File: config.mk
export PLATFORM = sky130hd
export DESIGN_NAME = sample_history_sparkline_top
export DESIGN_NICKNAME = d
export VERILOG_FILES = /design/src/shs_pkg.sv /design/src/sample_history_sparkline_top.sv /design/src/shs_cell.sv /design/src/shs_level_div.sv
export SDC_FILE = /design/constraint.sdc
export NUM_CORES = 1
export LEC_CHECK = 0
export BUFFER_PORTS_ARGS = -buffer_cell sky130_fd_sc_hd__buf_2
export CORE_MARGIN = 2
export CORE_UTILIZATION = 48
export DETAILED_ROUTE_END_ITERATION = 10
export MAX_ROUTING_LAYER = met4
export PLACE_DENSITY = 0.66
export SETUP_SLACK_MARGIN = 0.15
export SLEW_MARGIN = 30
export SYNTH_ARGS = -nofsm -noshare
export SYNTH_HDL_FRONTEND = slang
export SYNTH_HIERARCHICAL = 1
export SYNTH_SLANG_ARGS = --single-unit
export TNS_END_PERCENT = 10
File: constraint.sdc
create_clock -name clock -period 4.1 [get_ports clock]
set_input_delay 0.82 -clock clock [delete_from_list [all_inputs] [get_ports clock]]
set_output_delay 0.82 -clock clock [all_outputs]
set_load 0.005 [all_outputs]
File: src/shs_pkg.sv
// Shared types and constants of the sample history sparkline block.
package shs_pkg;

   localparam int CFG_W       = 16;  // width of the scale registers
   localparam int LEVEL_W     = 4;   // bits of one level
   localparam int NUM_FIELDS  = 4;   // level fields in one result beat
   localparam int FIELD_IDX_W = 2;   // index over the level fields
   localparam int STEP_W      = 2;   // divider step counter, LEVEL_W steps
   localparam int CSR_ADDR_W  = 1;
   localparam int RSP_W       = NUM_FIELDS * LEVEL_W;

   localparam logic [LEVEL_W-1:0]    LEVEL_TOP     = 4'd15;
   localparam logic [LEVEL_W-1:0]    LEVEL_ZERO    = 4'd0;
   localparam logic [CSR_ADDR_W-1:0] REG_SCALE_MIN = 1'd0;
   localparam logic [CSR_ADDR_W-1:0] REG_SCALE_MAX = 1'd1;
   localparam logic [CFG_W-1:0]      SCALE_MIN_RST = 16'd0;
   localparam logic [CFG_W-1:0]      SCALE_MAX_RST = 16'd100;

   typedef enum logic [1:0] {
      ST_IDLE,
      ST_BUSY,
      ST_FLUSH
   } shs_state_type;

   // divider status toward the sequencer
   typedef struct packed {
      logic busy;
      logic done;
   } div_stat_type;

endpackage

File: src/sample_history_sparkline_top.sv
// Top level of the sample history sparkline level quantizer.
//
// Usage: each req beat carries one unsigned sample (req_tdata). It is shifted
// into a chain of HISTORY_DEPTH cells, newest at cell 0, oldest at the tail.
// The history is split, oldest first, into GROUP_COUNT groups of
// HISTORY_DEPTH/GROUP_COUNT samples; each group is clamped to scale_max,
// averaged and quantized to a level 0..15 against scale_min..scale_max.
// One rsp beat per req beat carries four levels, newest group first.
// Flow: after a beat is accepted the chain rotates by whole turns, enough to
// see every group, so that each sample passes the accumulator at the tail.
// Finished group sums go to one shared divider, one level at a time,
// overlapping the rotation; the last group's divide and the output load
// finish the work on a beat.
// One beat is worked on at a time; the next req beat is taken as soon as the
// result sits in the rsp register, even if the receiver has not taken it.
// Stall: if the rsp register still holds a beat and rsp_tready is low, the
// finished levels wait in the block until it frees up; nothing is dropped.
// Reset (synchronous): history cleared to zero, scale_min=0, scale_max=100.
// Configuration writes via csr_* are expected only while the block is idle.
module sample_history_sparkline_top import shs_pkg::*; #(
   parameter int HISTORY_DEPTH = 16,
   parameter int GROUP_COUNT   = 4,
   parameter int SAMPLE_BITS   = 16,
   localparam int REQ_W        = ((SAMPLE_BITS + 7) / 8) * 8
) (
   input  logic                  clock,
   input  logic                  reset,
   // input stream
   input  logic                  req_tvalid,
   output logic                  req_tready,
   input  logic [REQ_W-1:0]      req_tdata,   // [SAMPLE_BITS-1:0] sample, zero pad above
   // result stream
   output logic                  rsp_tvalid,
   input  logic                  rsp_tready,
   output logic [RSP_W-1:0]      rsp_tdata,   // level_newest in the low bits, level_second,
                                              // level_third, level_oldest on top (4b each)
   // configuration write port
   input  logic                  csr_we,
   input  logic [CSR_ADDR_W-1:0] csr_addr,
   input  logic [CFG_W-1:0]      csr_wdata
);

   // group geometry
   localparam int GS     = (HISTORY_DEPTH / GROUP_COUNT) > 0 ?
                           (HISTORY_DEPTH / GROUP_COUNT) : 1;
   localparam int NOUT   = GROUP_COUNT < NUM_FIELDS ? GROUP_COUNT : NUM_FIELDS;
   localparam int SKIP   = GROUP_COUNT - NOUT;   // oldest groups not reported
   // rotation length: whole turns of the chain, enough to see every group
   localparam int ROT    = HISTORY_DEPTH *
                           ((GROUP_COUNT * GS + HISTORY_DEPTH - 1) / HISTORY_DEPTH);
   localparam int RCW    = $clog2(ROT + 1);
   localparam int JW     = GS > 1 ? $clog2(GS) : 1;
   localparam int GW     = $clog2(GROUP_COUNT + 1);
   localparam int KW     = $clog2(NOUT + 1);
   localparam int IW     = NOUT > 1 ? $clog2(NOUT) : 1;
   localparam int GSB    = $clog2(GS + 1);
   localparam int SUM_W  = CFG_W + GSB;
   localparam int CMP_W  = SAMPLE_BITS > CFG_W ? SAMPLE_BITS : CFG_W;

   // ---------------- configuration registers ----------------
   logic [CFG_W-1:0] scale_min_ff, scale_min_in;
   logic [CFG_W-1:0] scale_max_ff, scale_max_in;

   always_comb begin
      scale_min_in = scale_min_ff;
      scale_max_in = scale_max_ff;
      if (csr_we) begin
         unique case (csr_addr)
            REG_SCALE_MIN: scale_min_in = csr_wdata;
            REG_SCALE_MAX: scale_max_in = csr_wdata;
            default: ;
         endcase
      end
   end

   always_ff @(posedge clock) begin
      if (reset) begin
         scale_min_ff <= SCALE_MIN_RST;
         scale_max_ff <= SCALE_MAX_RST;
      end else begin
         scale_min_ff <= scale_min_in;
         scale_max_ff <= scale_max_in;
      end
   end

   // ---------------- sequencer ----------------
   shs_state_type state_ff, state_in;
   logic          accept;
   logic          run;
   logic          out_free;
   logic          load_out;
   logic          rot_active;
   logic          work_done;
   div_stat_type  div_stat;
   logic [KW-1:0] div_idx_ff, div_idx_in;

   assign accept     = req_tvalid & req_tready;
   assign out_free   = ~rsp_tvalid | rsp_tready;
   assign work_done  = ~rot_active & (div_idx_ff == KW'(NOUT)) & ~div_stat.busy;

   always_comb begin
      state_in = state_ff;
      unique case (state_ff)
         ST_IDLE:  if (req_tvalid) state_in = ST_BUSY;
         ST_BUSY:  if (work_done)  state_in = ST_FLUSH;
         ST_FLUSH: if (out_free)   state_in = ST_IDLE;
         default:                  state_in = ST_IDLE;
      endcase
   end

   always_comb begin
      req_tready = 1'b0;
      run        = 1'b0;
      load_out   = 1'b0;
      unique case (state_ff)
         ST_IDLE:  req_tready = 1'b1;
         ST_BUSY:  run        = 1'b1;
         ST_FLUSH: load_out   = out_free;
         default: ;
      endcase
   end

   always_ff @(posedge clock) begin
      if (reset) begin
         state_ff <= ST_IDLE;
      end else begin
         state_ff <= state_in;
      end
   end

   // ---------------- history chain ----------------
   logic [SAMPLE_BITS-1:0] cell_q [HISTORY_DEPTH];
   logic [SAMPLE_BITS-1:0] head_d;
   logic [SAMPLE_BITS-1:0] tail;
   logic                   shift_en;

   assign tail     = cell_q[HISTORY_DEPTH-1];
   // new sample enters at the head; during rotation the tail wraps back
   assign head_d   = accept ? req_tdata[SAMPLE_BITS-1:0] : tail;
   assign shift_en = accept | (run & rot_active);

   genvar c;
   generate
      for (c = 0; c < HISTORY_DEPTH; c++) begin : g_cell
         if (c == 0) begin : g_head
            shs_cell #(.W(SAMPLE_BITS)) u_cell (
               .clock    (clock),
               .reset    (reset),
               .shift_en (shift_en),
               .d        (head_d),
               .q        (cell_q[c])
            );
         end else begin : g_body
            shs_cell #(.W(SAMPLE_BITS)) u_cell (
               .clock    (clock),
               .reset    (reset),
               .shift_en (shift_en),
               .d        (cell_q[c-1]),
               .q        (cell_q[c])
            );
         end
      end
   endgenerate

   // ---------------- group accumulator at the tail ----------------
   logic [RCW-1:0]   rot_cnt_ff, rot_cnt_in;
   logic [JW-1:0]    j_ff,       j_in;
   logic [GW-1:0]    g_ff,       g_in;
   logic [KW-1:0]    kept_ff,    kept_in;
   logic [SUM_W-1:0] acc_ff,     acc_in;
   logic [SUM_W-1:0] sum_mem_ff [NOUT];
   logic [CMP_W-1:0] tail_ext;
   logic [CMP_W-1:0] max_ext;
   logic [CFG_W-1:0] clamped;
   logic             in_range;
   logic             group_end;
   logic             keep_group;
   logic [SUM_W-1:0] acc_sum;

   assign rot_active = rot_cnt_ff != RCW'(ROT);
   assign tail_ext   = CMP_W'(tail);
   assign max_ext    = CMP_W'(scale_max_ff);
   assign clamped    = (tail_ext > max_ext) ? scale_max_ff : CFG_W'(tail_ext);
   assign in_range   = g_ff < GW'(GROUP_COUNT);
   assign acc_sum    = ((j_ff == '0) ? '0 : acc_ff) + SUM_W'(clamped);
   assign group_end  = run & rot_active & in_range & (j_ff == JW'(GS - 1));
   assign keep_group = g_ff >= GW'(SKIP);

   always_comb begin
      rot_cnt_in = rot_cnt_ff;
      j_in       = j_ff;
      g_in       = g_ff;
      kept_in    = kept_ff;
      acc_in     = acc_ff;
      if (accept) begin
         rot_cnt_in = '0;
         j_in       = '0;
         g_in       = '0;
         kept_in    = '0;
      end else if (run & rot_active) begin
         rot_cnt_in = rot_cnt_ff + 1'b1;
         if (in_range) begin
            acc_in = acc_sum;
            if (group_end) begin
               j_in = '0;
               g_in = g_ff + 1'b1;
               if (keep_group) begin
                  kept_in = kept_ff + 1'b1;
               end
            end else begin
               j_in = j_ff + 1'b1;
            end
         end
      end
   end

   always_ff @(posedge clock) begin
      if (reset) begin
         rot_cnt_ff <= RCW'(ROT);
         j_ff       <= '0;
         g_ff       <= '0;
         kept_ff    <= '0;
      end else begin
         rot_cnt_ff <= rot_cnt_in;
         j_ff       <= j_in;
         g_ff       <= g_in;
         kept_ff    <= kept_in;
      end
   end

   always_ff @(posedge clock) begin
      acc_ff <= acc_in;
      if (group_end & keep_group) begin
         sum_mem_ff[kept_ff[IW-1:0]] <= acc_sum;
      end
   end

   // ---------------- scale terms, latched per beat ----------------
   logic [SUM_W-1:0] base_ff, base_in;
   logic [SUM_W-1:0] den_ff,  den_in;
   logic [SUM_W-1:0] top_ff,  top_in;
   logic             empty_ff, empty_in;

   always_comb begin
      base_in  = base_ff;
      den_in   = den_ff;
      top_in   = top_ff;
      empty_in = empty_ff;
      if (accept) begin
         base_in  = SUM_W'(scale_min_ff) * SUM_W'(GS);
         top_in   = SUM_W'(scale_max_ff) * SUM_W'(GS);
         den_in   = SUM_W'(scale_max_ff - scale_min_ff) * SUM_W'(GS);
         empty_in = scale_max_ff <= scale_min_ff;
      end
   end

   always_ff @(posedge clock) begin
      base_ff  <= base_in;
      den_ff   <= den_in;
      top_ff   <= top_in;
      empty_ff <= empty_in;
   end

   // ---------------- shared divider ----------------
   logic                     div_start;
   logic [LEVEL_W-1:0]       div_level;
   logic [FIELD_IDX_W-1:0]   field_sel;
   logic [LEVEL_W-1:0]       lvl_ff [NUM_FIELDS];

   assign div_start = run & ~div_stat.busy & (div_idx_ff < kept_ff);
   // kept groups arrive oldest first; the running one maps to field NOUT-div_idx
   assign field_sel = FIELD_IDX_W'(KW'(NOUT) - div_idx_ff);

   always_comb begin
      div_idx_in = div_idx_ff;
      if (accept) begin
         div_idx_in = '0;
      end else if (div_start) begin
         div_idx_in = div_idx_ff + 1'b1;
      end
   end

   always_ff @(posedge clock) begin
      if (reset) begin
         div_idx_ff <= KW'(NOUT);
      end else begin
         div_idx_ff <= div_idx_in;
      end
   end

   shs_level_div #(.SUM_W(SUM_W)) u_div (
      .clock (clock),
      .reset (reset),
      .start (div_start),
      .sum   (sum_mem_ff[div_idx_ff[IW-1:0]]),
      .base  (base_ff),
      .den   (den_ff),
      .top   (top_ff),
      .empty (empty_ff),
      .stat  (div_stat),
      .level (div_level)
   );

   always_ff @(posedge clock) begin
      for (int i = 0; i < NUM_FIELDS; i++) begin
         if (accept) begin
            lvl_ff[i] <= LEVEL_ZERO;   // fields without a group stay zero
         end else if (div_stat.done && field_sel == FIELD_IDX_W'(i)) begin
            lvl_ff[i] <= div_level;
         end
      end
   end

   // ---------------- output register ----------------
   logic             rsp_valid_ff, rsp_valid_in;
   logic [RSP_W-1:0] rsp_data_ff,  rsp_data_in;

   always_comb begin
      rsp_valid_in = rsp_valid_ff;
      rsp_data_in  = rsp_data_ff;
      if (load_out) begin
         rsp_valid_in = 1'b1;
         for (int i = 0; i < NUM_FIELDS; i++) begin
            rsp_data_in[i*LEVEL_W +: LEVEL_W] = lvl_ff[i];
         end
      end else if (rsp_tready) begin
         rsp_valid_in = 1'b0;
      end
   end

   always_ff @(posedge clock) begin
      if (reset) begin
         rsp_valid_ff <= 1'b0;
      end else begin
         rsp_valid_ff <= rsp_valid_in;
      end
   end

   always_ff @(posedge clock) begin
      rsp_data_ff <= rsp_data_in;
   end

   assign rsp_tvalid = rsp_valid_ff;
   assign rsp_tdata  = rsp_data_ff;

endmodule

File: src/shs_cell.sv
// One history cell: holds a sample and takes its neighbor's value on shift.
module shs_cell import shs_pkg::*; #(
   parameter int W = 16
) (
   input  logic         clock,
   input  logic         reset,
   input  logic         shift_en,
   input  logic [W-1:0] d,
   output logic [W-1:0] q
);

   logic [W-1:0] value_ff;
   logic [W-1:0] value_in;

   assign value_in = shift_en ? d : value_ff;

   always_ff @(posedge clock) begin
      if (reset) begin
         value_ff <= '0;
      end else begin
         value_ff <= value_in;
      end
   end

   assign q = value_ff;

endmodule

File: src/shs_level_div.sv
// Shared level divider: floor(16*(sum-base)/den), saturated, zero when empty, one bit a cycle.
module shs_level_div import shs_pkg::*; #(
   parameter int SUM_W = 19
) (
   input  logic               clock,
   input  logic               reset,
   input  logic               start,
   input  logic [SUM_W-1:0]   sum,
   input  logic [SUM_W-1:0]   base,
   input  logic [SUM_W-1:0]   den,
   input  logic [SUM_W-1:0]   top,   // base + den
   input  logic               empty,
   output div_stat_type       stat,
   output logic [LEVEL_W-1:0] level
);

   logic               busy_ff,  busy_in;
   logic [STEP_W-1:0]  step_ff,  step_in;
   logic [SUM_W-1:0]   rem_ff,   rem_in;
   logic [LEVEL_W-1:0] q_ff,     q_in;
   logic               sat_ff,   sat_in;
   logic               zero_ff,  zero_in;
   logic [SUM_W:0]     trial;
   logic [SUM_W:0]     trial_sub;
   logic               bit_set;
   logic               last_step;

   assign trial     = {rem_ff, 1'b0};
   assign trial_sub = trial - {1'b0, den};
   assign bit_set   = trial >= {1'b0, den};
   assign last_step = step_ff == STEP_W'(LEVEL_W - 1);

   always_comb begin
      busy_in = busy_ff;
      step_in = step_ff;
      rem_in  = rem_ff;
      q_in    = q_ff;
      sat_in  = sat_ff;
      zero_in = zero_ff;
      if (start) begin
         busy_in = 1'b1;
         step_in = '0;
         rem_in  = (sum > base) ? (sum - base) : '0;
         q_in    = '0;
         sat_in  = sum >= top;  // only reached when the average sits at the maximum
         zero_in = empty;
      end else if (busy_ff) begin
         rem_in  = bit_set ? trial_sub[SUM_W-1:0] : trial[SUM_W-1:0];
         q_in    = {q_ff[LEVEL_W-2:0], bit_set};
         step_in = step_ff + 1'b1;
         if (last_step) begin
            busy_in = 1'b0;
         end
      end
   end

   always_ff @(posedge clock) begin
      if (reset) begin
         busy_ff <= 1'b0;
         step_ff <= '0;
      end else begin
         busy_ff <= busy_in;
         step_ff <= step_in;
      end
   end

   always_ff @(posedge clock) begin
      rem_ff  <= rem_in;
      q_ff    <= q_in;
      sat_ff  <= sat_in;
      zero_ff <= zero_in;
   end

   assign stat.busy = busy_ff;
   assign stat.done = busy_ff & last_step;
   assign level     = zero_ff ? LEVEL_ZERO :
                      sat_ff  ? LEVEL_TOP  : {q_ff[LEVEL_W-2:0], bit_set};

endmodule
# Yosys cells after proc, flatten, opt, wreduce, memory -nomap -nowiden
# Memory sizes are Yosys's and may differ from the RTL's. A register that Yosys moved wholly into a read port is not among the register bits.
# Cells that the tools add are included.
# W data, S select, Z words.
[word_totals]
reg_bits = 403
ramBits = 92
inputBits = 38
output_inout_bits = 18
wordCells = 160
mem_count = 2
[memory_table]
columns = ["name", "depth", "word_bits", "read_ports", "rd_ports_with_merged_regs", "wr", "line", "rtl"]
rows = [
  ["sum_mem_ff", 4, 19, 1, 1, 1, "sample_history_sparkline_top.sv:171", "logic [SUM_W-1:0] sum_mem_ff [NOUT];"],
  ["lvl_ff", 4, 4, 4, 4, 4, "sample_history_sparkline_top.sv:268", "logic [LEVEL_W-1:0] lvl_ff [NUM_FIELDS];"],
]
[op_classes]
add_sub_neg = 11
n_lt_le_gt_ge = 8
n_eq_ne = 12
n_mux = 48
bitwise = 21
reduce_logical = 20
[op_table]
columns = ["operator", "count"]
rows = [
  ["$mux W19", 5],
  ["$mux W16", 2],
  ["$mux W1", 24],
  ["$mux W4", 6],
  ["$ge A20 B19 Y1", 1],
  ["$add A19 B16 Y19", 1],
  ["$ge A19 B18 Y1", 1],
  ["$gt A19 B18 Y1", 1],
  ["$sub A19 B18 Y19", 1],
  ["$sub A19 B19 Y19", 1],
  ["$sub A16 B16 Y17", 1],
  ["$gt A16 B16 Y1", 1],
  ["$le A16 B16 Y1", 1],
  ["$mux W2", 6],
  ["$and A1 B1 Y1", 10],
  ["$eq A2 B2 Y1 const B", 5],
  ["$mux W5", 2],
  ["$add A3 B1 Y3 const B", 3],
  ["$reduce_and A3 Y1", 3],
  ["$reduce_bool A2 Y1", 4],
  ["$logic_not A2 Y1", 3],
  ["$mux W3", 2],
  ["$ne A2 B2 Y1 const B", 3],
  ["$or A1 B1 Y1", 6],
  ["15 further kinds", 27],
]

# Depth between registers and ports, before layout
# Gate-level depths: netlist of the first run.
[depth]
depth_word = 8
mapped_depth = 20

# Hierarchy
# The synthesis of the first run kept the hierarchy.
[modules_own_cells]
columns = ["mod", "instances", "cells_each", "area_per_inst_um2", "seq_area_each_um2"]
rows = [
  ["sample_history_sparkline_top", 1, 850, 10704.0, 6376.1],
  ["shs_cell", 16, 52, 580.6, 320.3],
  ["shs_level_div", 1, 432, 3608.5, 750.7],
]

# Worst setup path after synthesis of the first run
# No wires, ideal clock.
[synth_timing]
kind = "flip-flop to flip-flop"
startpoint = "reg scale_max_ff[13], in the netlist max_ext[13]"
endpoint = "reg acc_ff[14], data pin"
setup_time_ns = 0.284
arrival_time_ns = 3.758
path_slack_ns = 0.058
path_stages_with_launch = 19
path_cell_list = "dfxtp_1 -> inv_1 -> ha_1 -> a21o_1 -> a21o_2 -> a211oi_1 -> o221ai_2 -> o21ai_2 -> buf_6 -> mux2i_1 -> ha_1 -> inv_1 -> fa_1 -> nor2b_1 -> o21ai_0 -> a211o_1 -> nand3_1 -> o21ai_0 -> o311ai_0"
[synth_between]
elab_chain_len = 3
[synth_rtl]
columns = ["element", "line", "rtl"]
rows = [
  ["start: declaration", "sample_history_sparkline_top.sv:62", "logic [CFG_W-1:0] scale_max_ff, scale_max_in;"],
  ["start signal: assignment", "sample_history_sparkline_top.sv:82", "scale_max_ff <= scale_max_in;"],
  ["$gt A16 B16 Y1", "sample_history_sparkline_top.sv:183", "assign clamped = (tail_ext > max_ext) ? scale_max_ff : CFG_W'(tail_ext);"],
  ["$mux W16 (*)", "sample_history_sparkline_top.sv:183", ""],
  ["$add A19 B16 Y19 (*)", "sample_history_sparkline_top.sv:185", "assign acc_sum = ((j_ff == '0) ? '0 : acc_ff) + SUM_W'(clamped);"],
  ["via acc_sum[14]", "sample_history_sparkline_top.sv:178", "logic [SUM_W-1:0] acc_sum;"],
  ["end signal: assignment", "sample_history_sparkline_top.sv:232", "acc_ff <= acc_in;"],
  ["end: declaration", "sample_history_sparkline_top.sv:170", "logic [SUM_W-1:0] acc_ff, acc_in;"],
]
# The timed path passes the listed nets; every way through them passes the cells marked *.
# A chain may end at the register's enable or synchronous reset.

# Worst setup path in the final report of the first run
[layout_timing]
startpoint = "reg scale_max_ff[15], in the netlist max_ext[15]"
endpoint = "mem sum_mem_ff[3][18], data pin"
[layout_between]
elab_chain_len = 3
[layout_rtl]
columns = ["element", "line"]
rows = [
  ["$gt A16 B16 Y1", "sample_history_sparkline_top.sv:183"],
  ["$mux W16 (*)", "sample_history_sparkline_top.sv:183"],
  ["$add A19 B16 Y19 (*)", "sample_history_sparkline_top.sv:185"],
  ["via acc_sum[18]", "sample_history_sparkline_top.sv:178"],
  ["end: declaration", "sample_history_sparkline_top.sv:171"],
]
# Marked as above.

==> results of run 1 <==
area by class of cell:
| cell class | instances | area [sq um] |
|---|---|---|
| Timing Repair Buffer | 150 | 1080 |
| Clock inverter | 33 | 394.1 |
| Clock buffer | 65 | 1441 |
| Inverter | 121 | 454.2 |
| Antenna cell | 1 | 2.502 |
| Fill cell | 4141 | 21810 |
| Tap cell | 664 | 830.8 |
| Multi-Input combinational cell | 1391 | 10480 |
| Sequential cell | 513 | 12250 |
path summary, 6_finish.rpt:
| check | end | depth (start not counted) |
|---|---|---|
| max | sum_mem_ff[3][18]$_DFFE_PP_ | 18 |
| min | u_div/zero_ff$_DFFE_PP_ | 0 |
| max reg2reg | sum_mem_ff[3][18]$_DFFE_PP_ | 18 |
| min reg2reg | u_div/zero_ff$_DFFE_PP_ | 0 |
metal layers:
metal	vias up	GRT usage (%)	share of wire [%]
met4	0	4.913	2.0
met3	83	3.044	4.8
met1	7382	25.49	46
met2	319	31.41	47
li1	7634	-	-
met5	-	-	0
critical path: cells and delay by family, from the launching register on:
family                     cells  cell delay, ns
and+or+nand+nor                5            1.19
AOI/OAI and AO/OA              5            0.91
buffers and inverters          5            0.54
adders and majority gates      2            0.54
DFF                            1            0.35
muxes                          1            0.29
cells by family (layout without fill, tap and decap cells):
group / Yosys count / after routing / share of synthesized area, %
AOI/OAI and AO/OA: 275 / 275 / 7.677
and+or+nand+nor: 584 / 584 / 10.56
muxes: 332 / 332 / 15.38
xor gates and xnor gates: 64 / 64 / 2.375
buffers and inverters: 219 / 369 / 5.280
DFF: 513 / 513 / 51.91
adders and majority gates: 126 / 126 / 6.807
other: 1 / 11 / 0.01589
registers in the layout, summed over array words and instances, names as in the netlist, 5 cells and up, named ones only:
signal                  flops
rsp_tdata                  16
lvl_ff                     16
base_ff                    16
top_ff                     16
u_div/rem_ff               19
g_cell.g_body.u_cell/q    240
rot_cnt_ff                  5
g_cell.g_head.u_cell/q     16
max_ext                    16
acc_ff                     19
den_ff                     17
sum_mem_ff                 76
scale_min_ff               16
power by group:
group | switching [mW] | internal (mW)
Sequential | 0.0650 | 5.48
Clock | 2.01 | 2.96
Combinational | 0.872 | 0.636
Total | 2.95 | 9.07
placed cells by master, fill, tap and decap left out, types with 7 or more instances in the layout:
master	synthesis	routed
nor2_1	342	340
dfxtp_1	315	313
mux2i_1	282	281
edfxtp_1	198	198
nand2_1	122	121
inv_1	121	119
ha_1	122	113
a21oi_1	97	92
buf_4	3	85
buf_2	20	54
clkbuf_16	0	53
xnor2_1	40	35
o21ai_0	36	31
a21o_1	31	31
nor2b_1	28	26
xor2_1	24	23
mux2_2	23	22
mux4_2	19	19
nand2b_1	18	18
o22ai_1	16	15
nand3_1	15	14
o21a_1	13	13
nand4_1	12	12
conb_1	1	10
mux2_4	8	9
a31oi_1	11	9
and2_1	9	9
clkinv_2	0	9
o21bai_1	8	8
nor3_1	8	8
a21oi_2	2	7
ha_4	0	7
clkbuf_8	0	7
bufinv_16	0	7
per-stage QoR:
stage	hold WS (ns)	setup TNS (ns)	setup slack [ns]
4_1_cts	0.4173	0	0.1260
3_5_place_dp	0.4056	-5.076	-0.2412
5_1_grt	0.4235	-3.637	-0.1264
3_3_place_gp	0.4052	-2.069	-0.1511
2_1_floorplan	0.4003	0	0.08745
6_report	0.4137	0	0.09659
what timing repair did:
item | 4_1_cts | 5_1_grt
gates resized for setup | 44 | 18
endpoints found under the hold margin | 0 | 0
pin swaps | 23 | 9
buffers inserted | 6 | 2
endpoints found under the setup margin | 55 | 65
hold buffers | 0 | 0
==> reports/metrics.csv, run 1 <==
metric,value,unit
final net count,2393,
Synth top area share,26.72,%
PortBufs,55,
Startpoint Class,register,
first-pass GRT wire length,76420,um
HP Class,register to register,
slowest CP cell,or3_1,
Site Rows,81,
Final Cycle Share,97.64,%
crit end category,register,
CTS tree,yes,
time the worst path needs with I/O delays and setup,4.003,ns
Worst slew margin,50.79,%
fin area,26940,sq um
Layout Cells excl Fill,2938,
TritonRoute pass-1 iters,5,
worst hold start,empty_ff$_DFFE_PP_,
RSZ-0062 raised after global routing,yes,
r2r setup slk,0.1,ns
critical path startpoint,max_ext[15]$_SDFFE_PP0P_,
Syn Inst Count,2114,
CTS sink count,513,
"Avg Cell Area, Syn",11.16,sq um
status,finished clean,
sequential cell area fraction in the yosys report,51.91,%
buffer type at the clock tree root,clkbuf_16,
TritonCTS Buffers,52,
drc violations,0,
number of synthesized flops with an enable pin,198,
Max VDD drop,0.0004021,V
post-DP HPWL,34060,um
Die Width,225.7,um
GR Util All Layers,19.39,%
most frequent cell after synthesis,nor2_1,
Max clock buf depth,3,
Max Slew Vio Count,0,
IO Count,56,
vias in the first global route,14870,
Yosys warning total,6,
"Critical Path, Cell by Cell",inv_2 -> ha_4 -> nand4_1 -> nor2_1 -> inv_1 -> or3_4 -> o221ai_4 -> o21ai_4 -> buf_6 -> buf_12 -> mux2_4 -> ha_1 -> inv_1 -> or3_1 -> nor2_1 -> o21ai_1 -> a2111o_1 -> o21ai_4,
worst r2r src,max_ext[15]$_SDFFE_PP0P_,
total grt overflow,0,
Pwr Total,12.02,mW
leading post-synthesis cells by cell area,"dfxtp_1, edfxtp_1, mux2i_1",
# setup viols final,0,
layout cells sized above 1,15.66,%
Initial Util,48.42,%
pin count of the biggest net entering global routing,136,
Chip Height,225.7,um
Syn Std Cell Area,23600,sq um
clock skew,0.02705,ns
max cap viols,0,
RePlAce Congestion,0.9049,
Synth Register Bits,513,
area delta synth->final,14.15,%
Util after Layout,55.27,%
number of distinct library cells after synthesis,76,
die area,50960,sq um
synth cell count leaders,"nor2_1, dfxtp_1, mux2i_1",
Worst-Margin Slew,0.7363,ns
Worst EP required,4.54,ns
core box area,48750,sq um
H-Tree Depth,2,
kind of critical path,register to register,
Vias,15420,
WL/cell,16.26,um
Post-Place Cells,2831,
CP max stage delay,0.47,ns
CP arrival,4.44,ns
placed cell area,24690,sq um
Yosys top cell by area,dfxtp_1,
Final ANT Viol Nets,0,
Vias/cell,5.248,
Hold Fails Final Rpt,0,
initial antenna violation count,0,
highest fanout seen on the critical path,7,
static leakage,11.13,nW
FMAX,249.8,MHz
Initial DRC Count,931,
Post-synth top flop,dfxtp_1,
ys async rst share,0,%
Cell Pwr Density,446.1,nW/um^2
clk_lat worst skew,0.61,ns
Worst-path clk slew,0.06,ns
final WL,47780,um
No activity file was read; power rests on OpenSTA's default activity.
==> run 2, diff against run 1 <==
CORE_ASPECT_RATIO = 2   (was unset)
==> reports/metrics.csv, run 2 (synthesized netlist as in run 1, its figures left out) <==
metric,value,unit
status,finished clean,
Largest register FFs,240,
Util after Layout,54.79,%
TritonCTS Buffers,45,
FMAX,253.7,MHz
Cell Pwr Density,427.8,nW/um^2
Worst-path clk slew,0.07,ns
"Critical Path, Cell by Cell",inv_1 -> ha_1 -> a21oi_2 -> o21ai_0 -> a21o_1 -> a21oi_2 -> o221ai_4 -> o21ai_4 -> buf_12 -> mux2i_1 -> ha_2 -> inv_1 -> fa_2 -> nor2b_1 -> o21ai_2 -> a211o_1 -> nand3_2 -> buf_4 -> o22ai_4 -> o21bai_1 -> xor2_1 -> buf_4,
Reg2Reg Depth,22,
placed cell area,24680,sq um
# hold bufs at CTS,0,
CP max stage delay,0.34,ns
layout cells sized above 1,15.58,%
Max VDD drop,0.0004555,V
CTS tree,yes,
Post-Place Cells,2806,
pin count of the biggest net entering global routing,172,
Vias,15080,
met3 Resource Use GR,2.309,%
Layout Cells excl Fill,2905,
Fin Hold WS,0.4194,ns
vias in the first global route,14350,
fin area,26800,sq um
GR Util All Layers,18.91,%
Die Width,160.8,um
H-Tree Depth,2,
final net count,2387,
GR peak layer,met2,
HP Class,register to register,
Chip Height,317.6,um
drc violations,0,
clock skew,0.02235,ns
Site Rows,115,
most frequent cells in the layout,"nor2_1, dfxtp_1, mux2i_1",
core box area,48920,sq um
max cap viols,0,
RePlAce Congestion,0.8659,
die area,51070,sq um
time the worst path needs with I/O delays and setup,3.941,ns
IO Count,56,
WHS Path Cells,0,
Worst EP required,4.43,ns
Hold Fails Final Rpt,0,
static leakage,11.00,nW
RSZ-0062 raised after global routing,yes,
kind of critical path,register to register,
crit end category,register,
final WL,47810,um
Worst-Margin Slew,0.7549,ns
Startpoint Class,register,
Max Slew Vio Count,0,
slowest CP cell,fa_2,
grt met1 use,24.58,%
Worst slew margin,49.67,%
total grt overflow,0,
clk_lat worst skew,0.58,ns
PortBufs,55,
Pwr Total,11.46,mW
TritonRoute pass-1 iters,5,
Filler cells,4219,
Max clock buf depth,3,
met2 Usage GRT,30.41,%
Vias/cell,5.189,
Final ANT Viol Nets,0,
initial antenna violation count,3,
"most common cell after layout, fill and taps aside",nor2_1,
WL/cell,16.46,um
Initial Util,48.24,%
CTS sink count,513,
# setup viols final,0,
buffer type at the clock tree root,clkbuf_16,
highest fanout seen on the critical path,8,
CP arrival,4.27,ns
post-DP HPWL,33480,um
Final Cycle Share,96.12,%
Initial DRC Count,1017,
area delta synth->final,13.56,%
first-pass GRT wire length,75580,um
==> run 2: cell count changes in the layout (fill, tap and decap cells not counted), sizes merged <==
cell    before  now
clkinv      18   11
clkbuf      65   64
bufinv       7    4
inv        126  123
diode        1    3
==> run 2: where the power goes <==
part	total, mW	internal [mW]	switching, mW
clock network	4.42	2.52	1.89
registers	5.54	5.47	0.0617
logic	1.51	0.640	0.871
==> run 2: what timing repair did <==
action | CTS | global route
gates resized for setup | 18 | 60
gates cloned | 0 | 1
pin swaps | 4 | 22
setup buffers | 4 | 8
setup endpoints to repair | 55 | 65
==> run 2: routing by layer <==
metal  vias to the layer above  wire (um)  share of wire [%]
met5                         -          0                  0
met4                         0       1742                3.6
met3                        79       1813                3.8
met2                       285      22620                 47
met1                      7128      21630                 45
li1                       7583          -                  -
==> run 2: worst paths after layout <==
kind,end,slack (ns),start
min,u_div/zero_ff$_DFFE_PP_,0.42,empty_ff$_DFFE_PP_
max reg2reg,sum_mem_ff[3][12]$_DFFE_PP_,0.16,max_ext[7]$_SDFFE_PP0P_
min reg2reg,u_div/zero_ff$_DFFE_PP_,0.42,empty_ff$_DFFE_PP_
max,sum_mem_ff[3][12]$_DFFE_PP_,0.16,max_ext[7]$_SDFFE_PP0P_
==> run 2: stage by stage <==
stage,setup WS [ns],setup TNS [ns]
final,0.1589,0
after global routing,-0.02366,-0.1504
after CTS,0.02895,0
after detailed placement,-0.2663,-5.539
after global placement,-0.2059,-3.269
after floorplan,0.08745,0
==> run 2: critical path: cells and delay by family (launching register included) <==
family	cells	cell delay, ns
adders and majority gates	3	0.84
muxes	1	0.20
buffers and inverters	5	0.53
AOI/OAI and AO/OA	10	1.42
xor gates and xnor gates	1	0.09
and+or+nand+nor	2	0.26
DFF	1	0.33
==> run 2: final cells by class <==
type                    count  area [sq um]  area share (%)
flip-flops and latches    513         12260           45.73
multi-input cells        1391         10530           39.29
clock buffers              63          1315           4.906
repair buffers            151          1164           4.342
well taps                 643         804.5           3.002
inverters                 121         459.2           1.713
clock inverters            20         264.0          0.9850
diodes                      3         7.507         0.02801
